[config.mk]
export PLATFORM = sky130hd
export DESIGN_NAME = held_note_arpeggiator_top
export DESIGN_NICKNAME = d
export VERILOG_FILES = /design/src/hw/rtl/hna_pkg.sv /design/src/hw/rtl/hna_cell.sv /design/src/hw/rtl/hna_div.sv /design/src/hw/rtl/held_note_arpeggiator_top.sv
export SDC_FILE = /design/constraint.sdc
export NUM_CORES = 2
export LEC_CHECK = 0
export BUFFER_PORTS_ARGS = -buffer_cell sky130_fd_sc_hd__buf_4
export CORE_UTILIZATION = 45
export CTS_BUF_LIST = sky130_fd_sc_hd__clkbuf_4
export DETAILED_ROUTE_END_ITERATION = 16
export GPL_ROUTABILITY_DRIVEN = 0
export GPL_TIMING_DRIVEN = 0
export PLACE_DENSITY_LB_ADDON = 0.1
export SYNTH_ARGS = -nofsm -noshare
export SYNTH_HDL_FRONTEND = slang
export SYNTH_SLANG_ARGS = --single-unit
export TNS_END_PERCENT = 50
[constraint.sdc]
create_clock -name clock -period 9.45 [get_ports clock]
set_input_delay 1.4175 -clock clock [delete_from_list [all_inputs] [get_ports clock]]
set_output_delay 1.4175 -clock clock [all_outputs]
set_load 0.005 [all_outputs]
[src/hw/rtl/hna_pkg.sv]
// Shared types and constants of the held-note arpeggiator.
package hna_pkg;

   localparam int MAX_NOTES_DEF = 16;
   localparam int NOTE_W        = 7;
   localparam int STEP_W        = 24;
   localparam int PCT_W         = 7;
   localparam int PROD_W        = STEP_W + PCT_W;
   localparam int DIV_W         = 32;
   localparam int DVS_W         = 7;

   localparam logic [STEP_W-1:0] STEP_TICKS_RST = 24'd125;
   localparam logic [PCT_W-1:0]  GATE_PCT_RST   = 7'd60;
   localparam logic [PCT_W-1:0]  GATE_PCT_MIN   = 7'd10;
   localparam logic [PCT_W-1:0]  GATE_PCT_MAX   = 7'd100;
   localparam logic [31:0]       RANDOM_RST     = 32'd1;

   // One hundredth scaled by 2**38 and rounded up; exact for every step and percent product.
   localparam int          RECIP_SH  = 38;
   localparam logic [31:0] PCT_RECIP = 32'd2748779070;

   localparam logic [1:0] REG_ARP_MODE   = 2'd0;
   localparam logic [1:0] REG_STEP_TICKS = 2'd1;
   localparam logic [1:0] REG_GATE_PCT   = 2'd2;

   localparam logic [1:0] MODE_OFF    = 2'd0;
   localparam logic [1:0] MODE_UP     = 2'd1;
   localparam logic [1:0] MODE_DOWN   = 2'd2;
   localparam logic [1:0] MODE_RANDOM = 2'd3;

   typedef enum logic [1:0] {
      OP_HOLD    = 2'd0,
      OP_RELEASE = 2'd1,
      OP_TICK    = 2'd2,
      OP_ALL_OFF = 2'd3
   } op_type;

   typedef enum logic [1:0] {
      EV_ON  = 2'd0,
      EV_OFF = 2'd1,
      EV_ALL = 2'd2
   } event_type;

   typedef enum logic [3:0] {
      ST_IDLE,
      ST_EXEC,
      ST_STEP,
      ST_DIVPOS,
      ST_PICK,
      ST_GSTART,
      ST_DIVGATE,
      ST_ON,
      ST_ALLOFF
   } state_type;

   typedef struct packed {
      logic wr;
      logic shift;
      logic load;
      logic rot;
      logic live;
   } cell_ctl_type;

endpackage

[src/hw/rtl/hna_cell.sv]
// One cell of the held-note row: a note, a rotating compare token and its rank.
module hna_cell #(
   parameter int IDX_W = 4
) (
   input  logic                         clock,
   input  logic                         reset,
   input  hna_pkg::cell_ctl_type        ctl,
   input  logic [hna_pkg::NOTE_W-1:0]   wr_note,
   input  logic [hna_pkg::NOTE_W-1:0]   next_note,
   input  logic [hna_pkg::NOTE_W-1:0]   query,
   input  logic [hna_pkg::NOTE_W-1:0]   pass_in,
   input  logic                         pass_vld_in,
   output logic [hna_pkg::NOTE_W-1:0]   note_q,
   output logic [hna_pkg::NOTE_W-1:0]   pass_q,
   output logic                         pass_vld_q,
   output logic [IDX_W-1:0]             rank_q,
   output logic                         hit
);

   logic [hna_pkg::NOTE_W-1:0] note_ff, note_in;
   logic [hna_pkg::NOTE_W-1:0] pass_ff, pass_in_nx;
   logic                       pass_vld_ff, pass_vld_in_nx;
   logic [IDX_W-1:0]           rank_ff, rank_in;

   always_comb begin
      note_in        = note_ff;
      pass_in_nx     = pass_ff;
      pass_vld_in_nx = pass_vld_ff;
      rank_in        = rank_ff;
      if (ctl.wr) begin
         note_in = wr_note;
      end else if (ctl.shift) begin
         note_in = next_note;
      end
      if (ctl.load) begin
         pass_in_nx     = note_ff;
         pass_vld_in_nx = ctl.live;
         rank_in        = '0;
      end else if (ctl.rot) begin
         // Count every live note that passes by and is lower than our own.
         pass_in_nx     = pass_in;
         pass_vld_in_nx = pass_vld_in;
         if (pass_vld_ff && (pass_ff < note_ff)) begin
            rank_in = rank_ff + 1'b1;
         end
      end
   end

   always_ff @(posedge clock) begin
      if (reset) begin
         pass_vld_ff <= 1'b0;
      end else begin
         pass_vld_ff <= pass_vld_in_nx;
      end
   end

   always_ff @(posedge clock) begin
      note_ff <= note_in;
      pass_ff <= pass_in_nx;
      rank_ff <= rank_in;
   end

   assign note_q     = note_ff;
   assign pass_q     = pass_ff;
   assign pass_vld_q = pass_vld_ff;
   assign rank_q     = rank_ff;
   assign hit        = (note_ff == query);

endmodule

[src/hw/rtl/hna_div.sv]
// Bit-serial restoring divider giving the remainder, one bit a cycle.
module hna_div (
   input  logic                        clock,
   input  logic                        reset,
   input  logic                        start,
   input  logic [hna_pkg::DIV_W-1:0]   dividend,
   input  logic [hna_pkg::DVS_W-1:0]   divisor,
   output logic                        done,
   output logic [hna_pkg::DVS_W-1:0]   rem
);

   localparam int CNT_W = $clog2(hna_pkg::DIV_W + 1);

   logic [hna_pkg::DIV_W-1:0] quo_ff, quo_in;
   logic [hna_pkg::DVS_W-1:0] rem_ff, rem_in;
   logic [hna_pkg::DVS_W-1:0] dvs_ff, dvs_in;
   logic [CNT_W-1:0]          cnt_ff, cnt_in;
   logic                      done_ff, done_in;
   logic [hna_pkg::DVS_W:0]   trial;

   always_comb begin
      quo_in  = quo_ff;
      rem_in  = rem_ff;
      dvs_in  = dvs_ff;
      cnt_in  = cnt_ff;
      done_in = 1'b0;
      trial   = {rem_ff, quo_ff[hna_pkg::DIV_W-1]};
      if (start) begin
         quo_in = dividend;
         rem_in = '0;
         dvs_in = divisor;
         cnt_in = CNT_W'(hna_pkg::DIV_W);
      end else if (cnt_ff != '0) begin
         if (trial >= {1'b0, dvs_ff}) begin
            rem_in = hna_pkg::DVS_W'(trial - {1'b0, dvs_ff});
            quo_in = {quo_ff[hna_pkg::DIV_W-2:0], 1'b1};
         end else begin
            rem_in = trial[hna_pkg::DVS_W-1:0];
            quo_in = {quo_ff[hna_pkg::DIV_W-2:0], 1'b0};
         end
         cnt_in  = cnt_ff - 1'b1;
         done_in = (cnt_ff == CNT_W'(1));
      end
   end

   always_ff @(posedge clock) begin
      if (reset) begin
         cnt_ff  <= '0;
         done_ff <= 1'b0;
      end else begin
         cnt_ff  <= cnt_in;
         done_ff <= done_in;
      end
   end

   always_ff @(posedge clock) begin
      quo_ff <= quo_in;
      rem_ff <= rem_in;
      dvs_ff <= dvs_in;
   end

   assign done = done_ff;
   assign rem  = rem_ff;

endmodule

[src/hw/rtl/held_note_arpeggiator_top.sv]
// Held-note arpeggiator: a row of note cells, a serial divider and a step sequencer.
// The block takes one request beat at a time. Hold, release and tick beats that cause
// no arpeggiator step pass through the execute state, waiting for the result channel
// if it is stalled. A beat that takes a step (sort, pick, gate length) runs a 32-bit
// bit-serial remainder for the note position while the notes rotate once round the
// cell row to find each note's rank, then picks the note, forms the gate length by
// reciprocal multiplication, and may wait for the result channel. An all-off beat sends
// an off result for each sounding note, then an all-notes-off result. A result beat
// waits in the output register while the next request is accepted.
module held_note_arpeggiator_top #(
   parameter int MAX_NOTES = hna_pkg::MAX_NOTES_DEF
) (
   input  logic        clock,
   input  logic        reset,
   // Request channel
   input  logic        req_tvalid,
   output logic        req_tready,
   input  logic [7:0]  req_tdata,   // [6:0] note, [7] zero
   input  logic [1:0]  req_tuser,   // [1:0] operation
   // Result channel
   output logic        rsp_tvalid,
   input  logic        rsp_tready,
   output logic [7:0]  rsp_tdata,   // [6:0] note_out, [7] zero
   output logic [1:0]  rsp_tuser,   // [1:0] event_res
   output logic        rsp_tlast,
   // Register port
   input  logic        csr_psel,
   input  logic        csr_penable,
   input  logic        csr_pwrite,
   input  logic [3:0]  csr_paddr,
   input  logic [31:0] csr_pwdata,
   output logic [31:0] csr_prdata,
   output logic        csr_pready
);

   localparam int CNT_W = $clog2(MAX_NOTES + 1);
   localparam int IDX_W = $clog2(MAX_NOTES);
   localparam int POS_W = IDX_W + 1;
   localparam int NW    = hna_pkg::NOTE_W;
   localparam int SW    = hna_pkg::STEP_W;
   localparam int PW    = hna_pkg::PCT_W;

   hna_pkg::state_type state_ff, state_in;
   logic [1:0]         op_ff, op_in;
   logic [NW-1:0]      qnote_ff, qnote_in;
   logic [1:0]         mode_ff;
   logic [SW-1:0]      step_ticks_ff;
   logic [PW-1:0]      gate_pct_ff;
   logic [CNT_W-1:0]   count_ff, count_in;
   logic [POS_W-1:0]   pos_ff, pos_in;
   logic [NW-1:0]      snd_note_ff, snd_note_in;
   logic               snd_vld_ff, snd_vld_in;
   logic [SW-1:0]      step_cnt_ff, step_cnt_in;
   logic [SW-1:0]      gate_cnt_ff, gate_cnt_in;
   logic               running_ff, running_in;
   logic [31:0]        rnd_ff, rnd_in;
   logic [CNT_W-1:0]   rot_cnt_ff, rot_cnt_in;
   logic [hna_pkg::PROD_W-1:0] prod_ff, prod_in;
   logic [SW-1:0]      gate_q_ff, gate_q_in;
   logic               rsp_valid_ff, rsp_valid_in;
   logic [1:0]         rsp_ev_ff, rsp_ev_in;
   logic [NW-1:0]      rsp_note_ff, rsp_note_in;
   logic               rsp_last_ff, rsp_last_in;

   hna_pkg::cell_ctl_type ctl [MAX_NOTES];
   logic [NW-1:0]      cell_note [MAX_NOTES];
   logic [NW-1:0]      cell_pass [MAX_NOTES];
   logic               cell_pvld [MAX_NOTES];
   logic [IDX_W-1:0]   cell_rank [MAX_NOTES];
   logic               cell_hit  [MAX_NOTES];

   logic               div_start, div_done;
   logic [31:0]        div_dividend;
   logic [hna_pkg::DVS_W-1:0] div_divisor, div_rem;

   logic               emit, emit_last, out_free, found, csr_wr;
   logic [1:0]         emit_ev;
   logic [NW-1:0]      emit_note, sel_note;
   logic [MAX_NOTES-1:0] shift_vec;
   logic [SW-1:0]      st_eff, gate_len;
   logic [PW-1:0]      gp_eff;
   logic [63:0]        gate_mul;
   logic [31:0]        x1, x2, x3;
   logic [POS_W-1:0]   pos_up, pos_dn;
   logic               fire, goff, more_on, run_acc;

   // Register port
   assign csr_pready = 1'b1;
   assign csr_wr     = csr_psel && csr_penable && csr_pwrite;

   always_ff @(posedge clock) begin
      if (reset) begin
         mode_ff       <= hna_pkg::MODE_OFF;
         step_ticks_ff <= hna_pkg::STEP_TICKS_RST;
         gate_pct_ff   <= hna_pkg::GATE_PCT_RST;
      end else if (csr_wr) begin
         case (csr_paddr[3:2])
            hna_pkg::REG_ARP_MODE:   mode_ff       <= csr_pwdata[1:0];
            hna_pkg::REG_STEP_TICKS: step_ticks_ff <= csr_pwdata[SW-1:0];
            hna_pkg::REG_GATE_PCT:   gate_pct_ff   <= csr_pwdata[PW-1:0];
            default: ;
         endcase
      end
   end

   always_comb begin
      case (csr_paddr[3:2])
         hna_pkg::REG_ARP_MODE:   csr_prdata = {30'd0, mode_ff};
         hna_pkg::REG_STEP_TICKS: csr_prdata = {8'd0, step_ticks_ff};
         hna_pkg::REG_GATE_PCT:   csr_prdata = {25'd0, gate_pct_ff};
         default:                 csr_prdata = '0;
      endcase
   end

   // Cell row
   for (genvar i = 0; i < MAX_NOTES; i++) begin : g_cell
      localparam int NXT = (i + 1) % MAX_NOTES;
      hna_cell #(.IDX_W(IDX_W)) u_cell (
         .clock       (clock),
         .reset       (reset),
         .ctl         (ctl[i]),
         .wr_note     (qnote_ff),
         .next_note   (cell_note[NXT]),
         .query       (qnote_ff),
         .pass_in     (cell_pass[NXT]),
         .pass_vld_in (cell_pvld[NXT]),
         .note_q      (cell_note[i]),
         .pass_q      (cell_pass[i]),
         .pass_vld_q  (cell_pvld[i]),
         .rank_q      (cell_rank[i]),
         .hit         (cell_hit[i])
      );
   end

   hna_div u_div (
      .clock    (clock),
      .reset    (reset),
      .start    (div_start),
      .dividend (div_dividend),
      .divisor  (div_divisor),
      .done     (div_done),
      .rem      (div_rem)
   );

   // Lookup over the live cells: match for hold and release, rank select for a step.
   always_comb begin
      run_acc  = 1'b0;
      found    = 1'b0;
      sel_note = '0;
      for (int i = 0; i < MAX_NOTES; i++) begin
         if ((CNT_W'(i) < count_ff) && cell_hit[i]) begin
            run_acc = 1'b1;
            found   = 1'b1;
         end
         shift_vec[i] = run_acc;
         if ((CNT_W'(i) < count_ff) && (cell_rank[i] == pos_ff[IDX_W-1:0])) begin
            sel_note = sel_note | cell_note[i];
         end
      end
   end

   always_comb begin
      x1 = rnd_ff ^ (rnd_ff << 13);
      x2 = x1 ^ (x1 >> 17);
      x3 = x2 ^ (x2 << 5);
   end

   assign st_eff   = (step_ticks_ff == '0) ? SW'(1) : step_ticks_ff;
   assign gp_eff   = (gate_pct_ff < hna_pkg::GATE_PCT_MIN) ? hna_pkg::GATE_PCT_MIN :
                     (gate_pct_ff > hna_pkg::GATE_PCT_MAX) ? hna_pkg::GATE_PCT_MAX : gate_pct_ff;
   assign gate_mul = 64'(prod_ff) * 64'(hna_pkg::PCT_RECIP);
   assign gate_len = (gate_q_ff == '0) ? SW'(1) : gate_q_ff;
   assign pos_up   = pos_ff + 1'b1;
   assign pos_dn   = pos_ff - 1'b1;
   assign out_free = !rsp_valid_ff || rsp_tready;
   assign more_on  = (mode_ff != hna_pkg::MODE_OFF) && (count_ff != '0);
   assign fire     = (step_cnt_ff <= SW'(1));
   assign goff     = (gate_cnt_ff == SW'(1)) && snd_vld_ff;

   always_comb begin
      state_in     = state_ff;
      op_in        = op_ff;
      qnote_in     = qnote_ff;
      count_in     = count_ff;
      pos_in       = pos_ff;
      snd_note_in  = snd_note_ff;
      snd_vld_in   = snd_vld_ff;
      step_cnt_in  = step_cnt_ff;
      gate_cnt_in  = gate_cnt_ff;
      running_in   = running_ff;
      rnd_in       = rnd_ff;
      rot_cnt_in   = rot_cnt_ff;
      prod_in      = prod_ff;
      gate_q_in    = gate_q_ff;
      req_tready   = 1'b0;
      emit         = 1'b0;
      emit_ev      = hna_pkg::EV_ON;
      emit_note    = '0;
      emit_last    = 1'b1;
      div_start    = 1'b0;
      div_dividend = '0;
      div_divisor  = hna_pkg::DVS_W'(count_ff);
      for (int i = 0; i < MAX_NOTES; i++) begin
         ctl[i]      = '0;
         ctl[i].live = (CNT_W'(i) < count_ff);
      end

      case (state_ff)
         hna_pkg::ST_IDLE: begin
            req_tready = 1'b1;
            if (req_tvalid) begin
               op_in    = req_tuser;
               qnote_in = req_tdata[NW-1:0];
               state_in = hna_pkg::ST_EXEC;
            end
         end

         hna_pkg::ST_EXEC: begin
            case (op_ff)
               hna_pkg::OP_HOLD: begin
                  if (!(found || count_ff == CNT_W'(MAX_NOTES))) begin
                     if (mode_ff != hna_pkg::MODE_OFF || out_free) begin
                        for (int i = 0; i < MAX_NOTES; i++) begin
                           ctl[i].wr = (CNT_W'(i) == count_ff);
                        end
                        count_in = count_ff + 1'b1;
                     end
                  end
                  if (mode_ff == hna_pkg::MODE_OFF) begin
                     if (found || count_ff == CNT_W'(MAX_NOTES)) begin
                        state_in = hna_pkg::ST_IDLE;
                     end else if (out_free) begin
                        emit      = 1'b1;
                        emit_ev   = hna_pkg::EV_ON;
                        emit_note = qnote_ff;
                        state_in  = hna_pkg::ST_IDLE;
                     end
                  end else if (!running_ff) begin
                     running_in  = 1'b0;
                     step_cnt_in = '0;
                     gate_cnt_in = '0;
                     state_in    = hna_pkg::ST_STEP;
                  end else begin
                     state_in = hna_pkg::ST_IDLE;
                  end
               end

               hna_pkg::OP_RELEASE: begin
                  if (mode_ff == hna_pkg::MODE_OFF) begin
                     if (!found) begin
                        state_in = hna_pkg::ST_IDLE;
                     end else if (out_free) begin
                        for (int i = 0; i < MAX_NOTES; i++) ctl[i].shift = shift_vec[i];
                        count_in  = count_ff - 1'b1;
                        emit      = 1'b1;
                        emit_ev   = hna_pkg::EV_OFF;
                        emit_note = qnote_ff;
                        state_in  = hna_pkg::ST_IDLE;
                     end
                  end else begin
                     for (int i = 0; i < MAX_NOTES; i++) ctl[i].shift = shift_vec[i];
                     count_in = count_ff - CNT_W'(found);
                     if ((count_ff - CNT_W'(found)) == '0 || !running_ff) begin
                        running_in  = 1'b0;
                        step_cnt_in = '0;
                        gate_cnt_in = '0;
                        state_in    = hna_pkg::ST_STEP;
                     end else begin
                        state_in = hna_pkg::ST_IDLE;
                     end
                  end
               end

               hna_pkg::OP_TICK: begin
                  if (!running_ff) begin
                     state_in = hna_pkg::ST_IDLE;
                  end else if (!goff || out_free) begin
                     // The gate is served before the step when both run out together.
                     if (gate_cnt_ff != '0) gate_cnt_in = gate_cnt_ff - 1'b1;
                     if (step_cnt_ff != '0) step_cnt_in = step_cnt_ff - 1'b1;
                     if (goff) begin
                        emit       = 1'b1;
                        emit_ev    = hna_pkg::EV_OFF;
                        emit_note  = snd_note_ff;
                        emit_last  = !(fire && more_on);
                        snd_vld_in = 1'b0;
                     end
                     state_in = fire ? hna_pkg::ST_STEP : hna_pkg::ST_IDLE;
                  end
               end

               default: begin
                  running_in  = 1'b0;
                  step_cnt_in = '0;
                  gate_cnt_in = '0;
                  state_in    = hna_pkg::ST_ALLOFF;
               end
            endcase
         end

         hna_pkg::ST_STEP: begin
            if (!snd_vld_ff || out_free) begin
               if (snd_vld_ff) begin
                  emit       = 1'b1;
                  emit_ev    = hna_pkg::EV_OFF;
                  emit_note  = snd_note_ff;
                  emit_last  = !more_on;
                  snd_vld_in = 1'b0;
               end
               if (!more_on) begin
                  running_in  = 1'b0;
                  step_cnt_in = '0;
                  gate_cnt_in = '0;
                  state_in    = hna_pkg::ST_IDLE;
               end else begin
                  div_start   = 1'b1;
                  div_divisor = hna_pkg::DVS_W'(count_ff);
                  case (mode_ff)
                     hna_pkg::MODE_UP: div_dividend = 32'(pos_up);
                     hna_pkg::MODE_DOWN: begin
                        if (pos_ff[POS_W-1] || pos_ff == '0) begin
                           div_dividend = 32'(count_ff - 1'b1);
                        end else begin
                           div_dividend = 32'(pos_dn);
                        end
                     end
                     default: begin
                        rnd_in       = x3;
                        div_dividend = x3;
                     end
                  endcase
                  for (int i = 0; i < MAX_NOTES; i++) ctl[i].load = 1'b1;
                  rot_cnt_in = CNT_W'(MAX_NOTES);
                  state_in   = hna_pkg::ST_DIVPOS;
               end
            end
         end

         hna_pkg::ST_DIVPOS: begin
            if (rot_cnt_ff != '0) begin
               for (int i = 0; i < MAX_NOTES; i++) ctl[i].rot = 1'b1;
               rot_cnt_in = rot_cnt_ff - 1'b1;
            end
            if (div_done) begin
               pos_in   = POS_W'(div_rem);
               state_in = hna_pkg::ST_PICK;
            end
         end

         hna_pkg::ST_PICK: begin
            snd_note_in = sel_note;
            prod_in     = hna_pkg::PROD_W'(st_eff) * hna_pkg::PROD_W'(gp_eff);
            state_in    = hna_pkg::ST_GSTART;
         end

         hna_pkg::ST_GSTART: begin
            gate_q_in = gate_mul[hna_pkg::RECIP_SH +: SW];
            state_in  = hna_pkg::ST_DIVGATE;
         end

         hna_pkg::ST_DIVGATE: begin
            gate_cnt_in = gate_len;
            state_in    = hna_pkg::ST_ON;
         end

         hna_pkg::ST_ON: begin
            if (out_free) begin
               emit        = 1'b1;
               emit_ev     = hna_pkg::EV_ON;
               emit_note   = snd_note_ff;
               snd_vld_in  = 1'b1;
               step_cnt_in = st_eff;
               running_in  = 1'b1;
               state_in    = hna_pkg::ST_IDLE;
            end
         end

         hna_pkg::ST_ALLOFF: begin
            if (out_free) begin
               emit      = 1'b1;
               emit_last = 1'b0;
               if (mode_ff != hna_pkg::MODE_OFF && snd_vld_ff) begin
                  emit_ev    = hna_pkg::EV_OFF;
                  emit_note  = snd_note_ff;
                  snd_vld_in = 1'b0;
               end else if (mode_ff == hna_pkg::MODE_OFF && count_ff != '0) begin
                  // Cell zero holds the oldest note; the row moves down behind it.
                  emit_ev   = hna_pkg::EV_OFF;
                  emit_note = cell_note[0];
                  for (int i = 0; i < MAX_NOTES; i++) ctl[i].shift = 1'b1;
                  count_in  = count_ff - 1'b1;
               end else begin
                  emit_ev   = hna_pkg::EV_ALL;
                  emit_last = 1'b1;
                  count_in  = '0;
                  state_in  = hna_pkg::ST_IDLE;
               end
            end
         end

         default: state_in = hna_pkg::ST_IDLE;
      endcase
   end

   always_comb begin
      rsp_valid_in = rsp_valid_ff;
      rsp_ev_in    = rsp_ev_ff;
      rsp_note_in  = rsp_note_ff;
      rsp_last_in  = rsp_last_ff;
      if (emit) begin
         rsp_valid_in = 1'b1;
         rsp_ev_in    = emit_ev;
         rsp_note_in  = emit_note;
         rsp_last_in  = emit_last;
      end else if (rsp_tready) begin
         rsp_valid_in = 1'b0;
      end
   end

   always_ff @(posedge clock) begin
      if (reset) begin
         state_ff     <= hna_pkg::ST_IDLE;
         count_ff     <= '0;
         pos_ff       <= '1;
         snd_vld_ff   <= 1'b0;
         step_cnt_ff  <= '0;
         gate_cnt_ff  <= '0;
         running_ff   <= 1'b0;
         rnd_ff       <= hna_pkg::RANDOM_RST;
         rot_cnt_ff   <= '0;
         rsp_valid_ff <= 1'b0;
      end else begin
         state_ff     <= state_in;
         count_ff     <= count_in;
         pos_ff       <= pos_in;
         snd_vld_ff   <= snd_vld_in;
         step_cnt_ff  <= step_cnt_in;
         gate_cnt_ff  <= gate_cnt_in;
         running_ff   <= running_in;
         rnd_ff       <= rnd_in;
         rot_cnt_ff   <= rot_cnt_in;
         rsp_valid_ff <= rsp_valid_in;
      end
   end

   always_ff @(posedge clock) begin
      op_ff       <= op_in;
      qnote_ff    <= qnote_in;
      snd_note_ff <= snd_note_in;
      prod_ff     <= prod_in;
      gate_q_ff   <= gate_q_in;
      rsp_ev_ff   <= rsp_ev_in;
      rsp_note_ff <= rsp_note_in;
      rsp_last_ff <= rsp_last_in;
   end

   assign rsp_tvalid = rsp_valid_ff;
   assign rsp_tdata  = {1'b0, rsp_note_ff};
   assign rsp_tuser  = rsp_ev_ff;
   assign rsp_tlast  = rsp_last_ff;

endmodule

; After elaboration in Yosys (flattened, before gate mapping)
; Index checks and enable logic that the tools add are counted.
[word_totals]
elab_cells = 825
latch_bits = 0
rom_bits = 0
out_inout_bits = 46
input_bits = 53
ff_bits = 571
ramBits = 0
memories = 0
[op_classes]
addsub = 27
multipliers = 2
n_bitwise = 20
n_shift = 0
n_lt_le_gt_ge = 36
n_reduce_logical = 140
mux = 415
n_eq_ne = 94
div_mod_pow = 0
[op_table]
columns = cell, n
row1 = 2-to-1 mux 7 bit, 97
row2 = 2-to-1 mux 24 bit, 15
row3 = one-hot mux 24 bit (3 select lines), 5
row4 = 2-to-1 mux 1 bit, 227
row5 = 2-to-1 mux 32 bit, 6
row6 = == test 7 bit, 16
row7 = less-than comparator 7 bit, 16
row8 = bitwise OR 7 bit, 15
row9 = adder 4 x 1 -> 4 bit (second input constant), 16
row10 = == test 4 bit, 16
row11 = one-hot mux 32 bit (2 select lines), 1
row12 = XOR 32 bit, 2
row13 = multiplier 31 x 31 -> 61 bit (second input constant), 1
row14 = logical AND 1 bit, 55
row15 = 2-to-1 mux 5 bit, 11
row16 = 2-to-1 mux 4 bit, 13
row17 = zero test 24 bit, 2
row18 = nonzero test 24 bit, 2
row19 = subtractor 24 x 1 -> 24 bit (second input constant), 2
row20 = nonzero test 2 bit, 22
row21 = AND reduction 2 bit, 21
row22 = == test 4 x 5 -> 1 bit (first input constant), 8
row23 = less-than comparator 4 x 5 -> 1 bit (first input constant), 8
row24 = one-hot mux 4 bit (9 select lines), 1
row25 = 60 further kinds, 156

; Depth between registers and ports, before layout
[depth]
word_depth = 33
mapped_depth = 25
ltp_nobuf = 25

; Modules after synthesis
; A second synthesis with hierarchy kept.
[unflattened]
hier_cells = 5290
hier_area_um2 = 54026.8
[by_module_without_submodules]
columns = module, cells_each, instances, area_each_um2, seq_area_each_um2
row1 = held_note_arpeggiator_top, 3669, 1, 33731.1, 5134.9
row2 = hna_cell (g_cell[0].u_cell ...), 89, 15, 1107.3, 520.5
row3 = hna_div, 199, 1, 2605.0, 1451.4
row4 = hna_cell (g_cell[10].u_cell), 87, 1, 1081.0, 520.5

; Worst setup path before layout
; No wires, ideal clock.
[synth_timing]
path_kind = register to register
startpoint = reg prod_ff[12] (netlist name)
endpoint = reg gate_q_ff[16], data pin
path_buffers = 0
required_ps = 9185
setup_time_ps = 265
path_slack_ps = 2711
path_stages_with_launch = 24
synth_period_minus_slack_ps = 6739
arrival_time_ps = 6473
path_cell_list = edfxtp_1 -> ha_1 -> fa_1 -> inv_1 -> fa_1 -> fa_1 -> inv_1 -> fa_1 -> inv_1 -> fa_1 -> inv_1 -> fa_1 -> fa_1 -> ha_1 -> a21oi_1 -> o21a_1 -> or3_1 -> a31oi_1 -> a311oi_1 -> o211ai_1 -> a21o_1 -> a21oi_1 -> o21ai_0 -> xor2_1
[synth_between]
elab_chain_len = 1
[synth_lines]
columns = item, line
row1 = start: declaration, held_note_arpeggiator_top.sv:58  ; logic [hna_pkg::PROD_W-1:0] prod_ff, prod_in;
row2 = start signal: assignment, held_note_arpeggiator_top.sv:450  ; prod_ff <= prod_in;
row3 = multiplier 31 x 31 -> 61 bit, held_note_arpeggiator_top.sv:171  ; assign gate_mul = 64'(prod_ff) * 64'(hna_pkg::PCT_RECIP);
row4 = net gate_mul[54], held_note_arpeggiator_top.sv:82  ; logic [63:0] gate_mul;
row5 = end signal: assignment, held_note_arpeggiator_top.sv:451  ; gate_q_ff <= gate_q_in;
row6 = end: declaration, held_note_arpeggiator_top.sv:59  ; logic [SW-1:0] gate_q_ff, gate_q_in;
; The timed path passes the listed nets, and every way through them passes these cells.
; A chain may end at the register's enable or synchronous reset.

; Worst setup path in the final report
[layout_timing]
startpoint = reg prod_ff[10] (netlist name)
endpoint = reg gate_q_ff[22], data pin
; The elaborated chain is that of the path after synthesis.

==> results.json <==
{
  "hold_violations": 0,
  "ff_latch_area_um2": 14900,
  "die_h_um": 341,
  "clock.fmax_mhz": 115,
  "clkTransAtPathRegs_ps": 70,
  "slew_violations": 1,
  "swShare_pct": 32.8,
  "final_common_cell": "inv_1",
  "cts_tree": "yes",
  "synth-edff-count": 342,
  "reg2reg_depth": 23,
  "grt_use_total_pct": 27.8,
  "cts-buffers-inserted": 163,
  "holdPathEnd": "step_cnt_ff[5]$_SDFFE_PP0P_",
  "numPortBuffers": 76,
  "hold_depth": 2,
  "gr-total-overflow": 0,
  "synthFlopType": "edfxtp_1",
  "cts-resized-gates": 0,
  "ctsHoldBuffers": 0,
  "r2r_end": "gate_q_ff[22]$_DFFE_PN_",
  "required_ps": 10280,
  "via_count": 39800,
  "syn_area_um2": 51700,
  "criticalPathCategory": "flip-flop to flip-flop",
  "multiInputGateArea_um2": 33400,
  "hp-start": "step_cnt_ff[5]$_SDFFE_PP0P_",
  "synth-seq-cells": 571,
  "rr_startpoint": "prod_ff[10]$_DFFE_PN_",
  "dp_hpwl_mm": 126,
  "layout.nets": 6656,
  "fillCellCount": 11000,
  "p_leak_nw": 25.4,
  "maxCapViolCount": 1,
  "row_count": 124,
  "drc_errors": 0,
  "drive_gt1_share_pct": 8.80,
  "failed_checks": "max-capacitance violations, max-slew violations",
  "wire_per_inst_um": 22.2,
  "synthCells": 5290,
  "cts_root_buf": "clkbuf_4",
  "grt_pass1_vias": 40300,
  "core_um2": 114000,
  "seq_area_frac_synth_pct": 28.7,
  "cp.arrival_ps": 9520,
  "fin_crit_ps": 8690,
  "p_int_mw": 4.65,
  "fin_crit_sh_pct": 91.9,
  "clock-sinks": 571,
  "clock_skew_ps": 111,
  "clk_path_buf_depth": 3,
  "async_flop_share_pct": 0,
  "clk_latency_ps": 1120,
  "yosys.cell_types.count": 75,
  "hold_path.class": "flip-flop to flip-flop",
  "dieWidth_um": 341,
  "rsz0062_at_grt": "no",
  "setup_tns_ps": 0,
  "setup_viol": 0,
  "relSlewSlack_pct": -0.0472,
  "drt-initial-drc-count": 3331,
  "worstPathMaxFanout": 10,
  "clockPowerShare_pct": 34.9,
  "final_cell_area_um2": 56500,
  "power_density_nw_per_um2": 123,
  "tightest_slew_ps": 1490,
  "vias_per_cell": 5.53,
  "dpl-instance-area_um2": 54400,
  "yosysWarnings": 0,
  "power_frac_comb_pct": 22.9,
  "worst_setup_path_start_kind": "flip-flop",
  "cp-end-kind": "flip-flop",
  "io_pins": 99,
  "floorplan.initialDensity_pct": 45.3,
  "die_area_um2": 116000,
  "post_cts_buffers": 0,
  "wl_mm": 159,
  "first_pass_iters": 7,
  "avgSynthCellArea_um2": 9.78,
  "vdd_drop_max_mv": 0.121,
  "final_cell_mix": "inv_1 (699), nand2_1 (574), ha_1 (572)",
  "pwr-share-seq_pct": 42.3,
  "ant_nets": 0,
  "syn2layout_area_growth_pct": 9.27,
  "antenna_found_initial": 4,
  "status": "complete, but fails checks",
  "cts_htree_levels": 4,
  "switchingPower_mw": 2.28,
  "grt_pass1_wl_mm": 245,
  "reg2reg_slack_ps": 760,
  "grt_max_degree": 59
}
sequential cells by signal, summed over array words and instances, names as in the netlist, 16 cells and up:
| register | count |
|---|---|
| g_cell.u_cell.note_q | 112 |
| g_cell.u_cell.pass_q | 112 |
| step_ticks_ff | 24 |
| g_cell.u_cell.pass_vld_q | 16 |
| u_div.quo_ff | 32 |
| step_cnt_ff | 24 |
| prod_ff | 31 |
| g_cell.u_cell.rank_q | 64 |
| gate_cnt_ff | 24 |
| rnd_ff | 32 |
| gate_q_ff | 24 |
synth_stat cells, types with 33 or more instances:
cell | n | share of area [%]
nand2_1 | 574 | 4.2
xor2_1 | 143 | 2.4
a21oi_1 | 183 | 1.8
and2_1 | 57 | 0.69
clkbuf_1 | 186 | 1.3
o21ai_0 | 297 | 2.9
mux2i_1 | 40 | 0.77
mux2_2 | 94 | 2.0
nand3_1 | 68 | 0.66
nor2_1 | 288 | 2.1
nor3_1 | 68 | 0.66
a22oi_1 | 63 | 0.91
fa_1 | 484 | 19
nor4_1 | 35 | 0.42
or3_1 | 33 | 0.40
a211oi_1 | 48 | 0.70
inv_1 | 700 | 5.1
edfxtp_1 | 342 | 20
nand4_1 | 56 | 0.68
xnor2_1 | 244 | 4.1
ha_1 | 572 | 14
nand2b_1 | 39 | 0.47
a21o_1 | 130 | 1.9
dfxtp_1 | 229 | 8.9
power groups by stage:
stage	registers [mW]	clock network [mW]	logic, mW
floorplan	2.95	0	1.10
global placement	2.98	0	1.54
finish	2.93	2.42	1.58
detailed placement	2.98	0	1.55
CTS	2.93	2.48	1.56
global route	2.94	2.59	1.75
per-layer routing:
metal	wire, um	part of all wire [%]	up-vias	global-route usage [%]
li1	-	-	18400	-
met1	71800	45	19500	39.2
met2	70500	44	1541	42.7
met3	11900	7.4	324	5.39
met4	5330	3.3	0	9.66
met5	0	0	-	0
stage by stage:
stage | std cells | util [%] | power [mW] | setup slack, ps | hold WS, ps
finish | 7195 | 49.5 | 6.93 | 762 | 477
detailed placement | 6894 | 47.6 | 4.53 | 894 | 467
global route | 7195 | 49.5 | 7.28 | 412 | 452
floorplan | 5298 | - | 4.05 | 2710 | 427
global placement | 6886 | 47.5 | 4.52 | 834 | 459
CTS | 7192 | 49.5 | 6.96 | 822 | 397
worst max-delay path, cell delays in order, from the launching register on:
cell,delay [ps]
edfxtp_1,880
ha_1,470
fa_1,530
inv_1,60
fa_1,480
fa_1,550
inv_1,50
fa_1,470
inv_1,60
fa_1,470
inv_1,50
fa_1,490
fa_1,430
ha_1,310
nand4_1,270
nor3_1,350
and3_1,220
nor3b_1,440
o311ai_0,490
o211ai_1,520
a21o_1,250
a21oi_1,120
o21ai_0,230
xor2_1,270
layout make-up:
type	count	area share, %
multi-input cells	3791	59.0
repair buffers	84	1.20
clock buffers	243	3.23
plain buffers	236	1.68
well taps	1512	3.35
inverters	700	4.66
diodes	3	0.0133
clock inverters	55	0.558
flip-flops and latches	571	26.3
worst max-delay path by stage:
stage	startpoint	to	cells past startpoint	slack [ps]
2_1_floorplan	prod_ff[12]$_DFFE_PN_	gate_q_ff[16]$_DFFE_PN_	23	2710
3_3_place_gp	prod_ff[8]$_DFFE_PN_	gate_q_ff[21]$_DFFE_PN_	22	830
3_5_place_dp	prod_ff[8]$_DFFE_PN_	gate_q_ff[22]$_DFFE_PN_	23	890
4_1_cts	prod_ff[8]$_DFFE_PN_	gate_q_ff[22]$_DFFE_PN_	23	820
5_1_grt	prod_ff[10]$_DFFE_PN_	gate_q_ff[18]$_DFFE_PN_	23	410
6_report	prod_ff[10]$_DFFE_PN_	gate_q_ff[22]$_DFFE_PN_	23	760
logic make-up (layout without fill, tap and decap cells):
logic type      after synthesis  in the layout  share of synthesized area (%)
simple gates               1312           1312                           11.6
fa+ha+maj                  1056           1056                           32.6
buf+inv                     936           1318                           6.91
compound gates              892            892                           10.8
flops                       571            571                           28.7
xor+xnor                    387            387                           6.55
mux                         134            134                           2.82
other cells                   2             13                         0.0145
Note: power is estimated with default switching activity, not from simulation.
